--- src/rtl/ctae_pkg.sv ---
// shared constants, types and the arctangent table of the azimuth/elevation converter
package ctae_pkg;

  localparam int CW = 32;                 // coordinate width
  localparam int AW = 16;                 // angle output width
  localparam int RW = 32;                 // range output width
  localparam int GUARD = 16;              // fraction bits added to coordinates
  localparam int XW = 52;                 // cordic x/y datapath width
  localparam int ZW = 35;                 // angle accumulator width, 2^31 = pi
  localparam int NW = CW + 1;             // width of a negated coordinate
  localparam int CORDIC_STAGES_DEF = 16;
  localparam logic [31:0] INV_GAIN = 32'h9B74EDA8;

  // order of the three input coordinates
  typedef enum logic { FRAME_ENU = 1'b0, FRAME_SEZ = 1'b1 } frame_t;

  typedef struct packed {
    logic signed [XW-1:0] x;
    logic signed [XW-1:0] y;
    logic signed [ZW-1:0] z;
  } vec_t;

  // round(atan(2^-i) * 2^31 / pi)
  function automatic logic [31:0] atan_entry(input int unsigned i);
    logic [31:0] v;
    unique case (i)
      0:  v = 32'h20000000;
      1:  v = 32'h12E4051E;
      2:  v = 32'h09FB385B;
      3:  v = 32'h051111D4;
      4:  v = 32'h028B0D43;
      5:  v = 32'h0145D7E1;
      6:  v = 32'h00A2F61E;
      7:  v = 32'h00517C55;
      8:  v = 32'h0028BE53;
      9:  v = 32'h00145F2F;
      10: v = 32'h000A2F98;
      11: v = 32'h000517CC;
      12: v = 32'h00028BE6;
      13: v = 32'h000145F3;
      14: v = 32'h0000A2FA;
      15: v = 32'h0000517D;
      16: v = 32'h000028BE;
      17: v = 32'h0000145F;
      18: v = 32'h00000A30;
      19: v = 32'h00000518;
      20: v = 32'h0000028C;
      21: v = 32'h00000146;
      22: v = 32'h000000A3;
      23: v = 32'h00000051;
      24: v = 32'h00000029;
      25: v = 32'h00000014;
      26: v = 32'h0000000A;
      27: v = 32'h00000005;
      28: v = 32'h00000003;
      29: v = 32'h00000001;
      30: v = 32'h00000001;
      default: v = 32'h00000000;
    endcase
    return v;
  endfunction

endpackage

--- src/rtl/ctae_gain.sv ---
// two-stage cordic gain removal: split multiply by the inverse gain, then round and sum
module ctae_gain #(
  parameter int SW = 1
) (
  input  logic                          clk,
  input  logic                          rst_n,
  input  logic                          en,
  input  logic                          in_valid,
  input  logic signed [ctae_pkg::XW-1:0] in_x,
  input  logic [SW-1:0]                 in_side,
  output logic                          out_valid,
  output logic [ctae_pkg::XW-1:0]       out_mag,
  output logic [SW-1:0]                 out_side
);

  localparam int HW = ctae_pkg::XW - 33;   // high part of the non-negative magnitude

  logic [ctae_pkg::XW-2:0] u;
  logic                    va_r;
  logic                    vb_r;
  logic [HW+31:0]          p_hi_r;
  logic [63:0]             p_lo_r;
  logic [SW-1:0]           side_a_r;
  logic [SW-1:0]           side_b_r;
  logic [ctae_pkg::XW-1:0] mag_r;
  logic [64:0]             lo_rnd;
  logic [ctae_pkg::XW-1:0] mag_nxt;

  // a negative x reads as zero
  assign u = in_x[ctae_pkg::XW-1] ? '0 : in_x[ctae_pkg::XW-2:0];

  assign lo_rnd  = {1'b0, p_lo_r} + 65'h080000000;
  assign mag_nxt = {1'b0, p_hi_r} + {{(ctae_pkg::XW-33){1'b0}}, lo_rnd[64:32]};

  always_ff @(posedge clk) begin
    if (!rst_n) begin
      va_r <= 1'b0;
      vb_r <= 1'b0;
    end else if (en) begin
      va_r <= in_valid;
      vb_r <= va_r;
    end
  end

  always_ff @(posedge clk) begin
    if (en) begin
      p_hi_r   <= u[ctae_pkg::XW-2:32] * ctae_pkg::INV_GAIN;
      p_lo_r   <= u[31:0] * ctae_pkg::INV_GAIN;
      side_a_r <= in_side;
      mag_r    <= mag_nxt;
      side_b_r <= side_a_r;
    end
  end

  assign out_valid = vb_r;
  assign out_mag   = mag_r;
  assign out_side  = side_b_r;

endmodule

--- config.mk ---
export PLATFORM = sky130hd
export DESIGN_NAME = ctae_gain
export DESIGN_NICKNAME = d
export VERILOG_FILES = /design/src/rtl/ctae_pkg.sv /design/src/rtl/ctae_gain.sv
export SDC_FILE = /design/constraint.sdc
export NUM_CORES = 2
export LEC_CHECK = 0
export BUFFER_PORTS_ARGS = -buffer_cell sky130_fd_sc_hd__buf_2
export CORE_MARGIN = 3
export CORE_UTILIZATION = 43
export DETAILED_ROUTE_END_ITERATION = 6
export HOLD_SLACK_MARGIN = 0.12
export PLACE_DENSITY = 0.59
export REMOVE_ABC_BUFFERS = 1
export SLEW_MARGIN = 30
export SYNTH_ARGS = -nofsm -noshare
export SYNTH_HDL_FRONTEND = slang
export SYNTH_SLANG_ARGS = --single-unit
--- constraint.sdc ---
create_clock -name clk -period 22.5 [get_ports clk]
set_input_delay 1.125 -clock clk [delete_from_list [all_inputs] [get_ports clk]]
set_output_delay 1.125 -clock clk [all_outputs]
set_load 0.005 [all_outputs]
==> impl_metrics.yaml <==
worst_hold_path:
  hold_end: "out_side"
  hold_path_class: "reg -> reg"
  hold_depth: 0
  hold_path.startpoint: "side_a_r"
finish:
  layout_commonest_cell: "inv_1"
  areaGrowthSynthToFinish_pct: 6.722
  antenna_cells: 0
  fillers: 7584
  drive_gt1_share_pct: 4.828
  layout_common_cells: "inv_1, fa_1, ha_1, edfxtp_1, a21oi_1"
  nets: 4798
  final_cells: 4571
routing:
  ant_nets: 0
  viasPerCell: 5.059
  routedWlPerCell_microns: 19.86
  vias: 23120
  wl_mm: 90.79
  drcViolationCount: 0
  drt_iter0_markers: 1405
  drt_first_pass_iters: 5
sta:
  finalMaxSlewViolations: 0
  fmaxAchievable_mhz: 106.6
  finalHoldViolCount: 0
  finalSetupViolations: 0
  finalClockSkew_ns: 0.009468
  worst_slew_pin_slew_ns: 0.9219
  finalCritPeriodShare_pct: 41.67
  rsz0062_at_grt: "false"
  tns_ns: 0
  max_slew_margin_pct: 38.42
  fin_crit_ns: 9.377
floorplan:
  die_x_microns: 290.5
  initial_core_util_pct: 43.71
  die_y_microns: 290.5
  num_rows: 103
  io_pins: 111
  coreArea_sq_mm: 0.07964
  die_area_sq_mm: 0.08440
setup_path:
  worst-path-max-fanout: 67
  worst_r2r_path_depth: 18
  critPathTopFamily: "adder cells"
  crit_path_start_kind: "primary input"
  cp.arrival_ns: 9.55
  path_common_cell: "fa_1"
  slowest_delay_ns: 0.63
  cp_slowest_cell: "nand2b_1"
  reg2reg_from: "p_lo_r[32]"
  rrSetupSlack_ns: 17.55
  path_class: "in -> reg"
  r2r-end: "out_mag[42]"
  cp.buffers_inverters: 7
  cp-end-kind: "register"
  cp.required_ns: 22.67
global_route:
  met2_usage_pct: 33.29
  antenna_found_initial: 0
  grt_max_degree: 74
  grt_use_total_pct: 22.22
  grt_pass1_wl_mm: 144.3
  overflow: 0
  globalRouteMet3Util_pct: 4.470
  busiest_layer: "met1"
  first_global_vias: 24630
  use_met1_pct: 34.09
clocking:
  postCtsHoldBufs: 0
  cts-root-buf: "clkbuf_16"
  cts_setup_buffers: 0
  postCtsResizedCells: 0
  cts_buffer_depth: 2
  numCtsBuffers: 17
  clk_latency_ns: 0.42
  cts_tree: "built"
  clkSinkCount: 137
  h-tree-depth: 4
  clk_pin_slew_ns: 0.06
yosys:
  syn_area_sq_mm: 0.03481
  ys_warn_count: 0
  syn_inst: 3413
  synth-async-reset-ratio_pct: 0
  ys_seq_area_share_pct: 11.76
  synth.avg_cell_area_sq_um: 10.20
  synth-seq-cells: 137
  synth_edf_count: 135
  ys_types: 66
  yosys_most_used_dff: "edfxtp_1"
placement:
  dp_hpwl_mm: 82.33
  place_inst: 4539
  place.gp.congestion: 0.9320
  portBuffers: 110
run:
  maxCapViolations: 0
outcome:
  status: "complete, no violations"
==> worst max-delay path by stage <==
stage | start | endpoint | depth (start not counted) | slack (ns)
floorplan | in_x[51] | p_lo_r[62] | 24 | 14.47
global placement | in_x[51] | p_lo_r[62] | 26 | 12.84
detailed placement | in_x[51] | p_lo_r[62] | 26 | 12.67
CTS | in_x[51] | p_lo_r[62] | 26 | 13.11
global route | in_x[51] | p_lo_r[62] | 26 | 12.69
finish | in_x[51] | p_lo_r[62] | 26 | 13.12
==> per-stage QoR <==
step	instance area, sq um	setup WS (ns)	util (%)	hold WS, ns
final	37150	13.12	46.64	0.4226
after global routing	37150	12.69	46.64	0.4415
after CTS	37150	13.11	46.64	0.4268
after detailed placement	36580	12.67	45.93	0.4185
after global placement	36580	12.84	45.93	0.4017
after floorplan	34650	14.47	-	0.4003
==> synthesized netlist by cell type, types with 45 or more instances <==
| library cell | count | area [sq um] |
|---|---|---|
| o21ai_0 | 50 | 250.2 |
| ha_1 | 554 | 6932 |
| fa_1 | 679 | 13590 |
| a21oi_1 | 125 | 625.6 |
| nand3_1 | 48 | 240.2 |
| nand2b_1 | 45 | 281.5 |
| edfxtp_1 | 135 | 4054 |
| nor2_1 | 68 | 255.2 |
| nand2_1 | 106 | 397.9 |
| a21o_1 | 87 | 653.1 |
| inv_1 | 1020 | 3829 |
| xnor2_1 | 113 | 989.7 |
| xor2_1 | 51 | 446.7 |
==> state kept, by name, indices dropped and copies added, names as in the netlist <==
name	count
out_mag	52
p_hi_r	48
p_lo_r	33
out_side	1
out_valid	1
side_a_r	1
va_r	1
==> per-layer routing <==
layer  wire length, microns  part of all wire, %
met3                   6067                  6.7
met1                  43880                   48
met2                  39690                   44
met4                   1161                  1.3
met5                      0                    0
==> final cells by class <==
class	instances	area, sq um	area share [%]
multi-input cells	2214	26730	71.95
flip-flops and latches	137	4094	11.02
inverters	1020	3829	10.31
well taps	1050	1314	3.536
repair buffers	118	616.8	1.660
clock buffers	17	425.4	1.145
clock inverters	15	141.4	0.3806
==> cell families (layout without fill, tap and decap cells) <==
group | count (synthesis) | count (layout) | share of synthesized area (%)
AND/OR/NAND/NOR | 425 | 425 | 6.243
adder cells (fa/ha/maj) | 1233 | 1233 | 58.96
buffers and inverters | 1062 | 1170 | 11.46
AO/OA/AOI/OAI | 389 | 389 | 7.361
XOR/XNOR | 164 | 164 | 4.126
flip-flops | 137 | 137 | 11.76
multiplexers | 3 | 3 | 0.08627
==> worst reg2reg max path, stage by stage, from the launching register on <==
cell and delay, ns:
edfxtp_1 0.38, ha_1 0.22, inv_1 0.05, nor2_1 0.35, nand3_1 0.23, nor2_1 0.35
nand2_1 0.14, inv_1 0.11, nand2_1 0.07, xnor2_1 0.14, ha_1 0.49, nand4_1 0.22
nor3_1 0.35, o211ai_1 0.25, a21oi_1 0.30, o2111ai_1 0.22, a31oi_1 0.52, nand3_1 0.17
xnor2_1 0.15
Power is left out: the tool's default activity adds up to more than one toggle a clock period on the data nets, which glitch-free logic cannot reach.
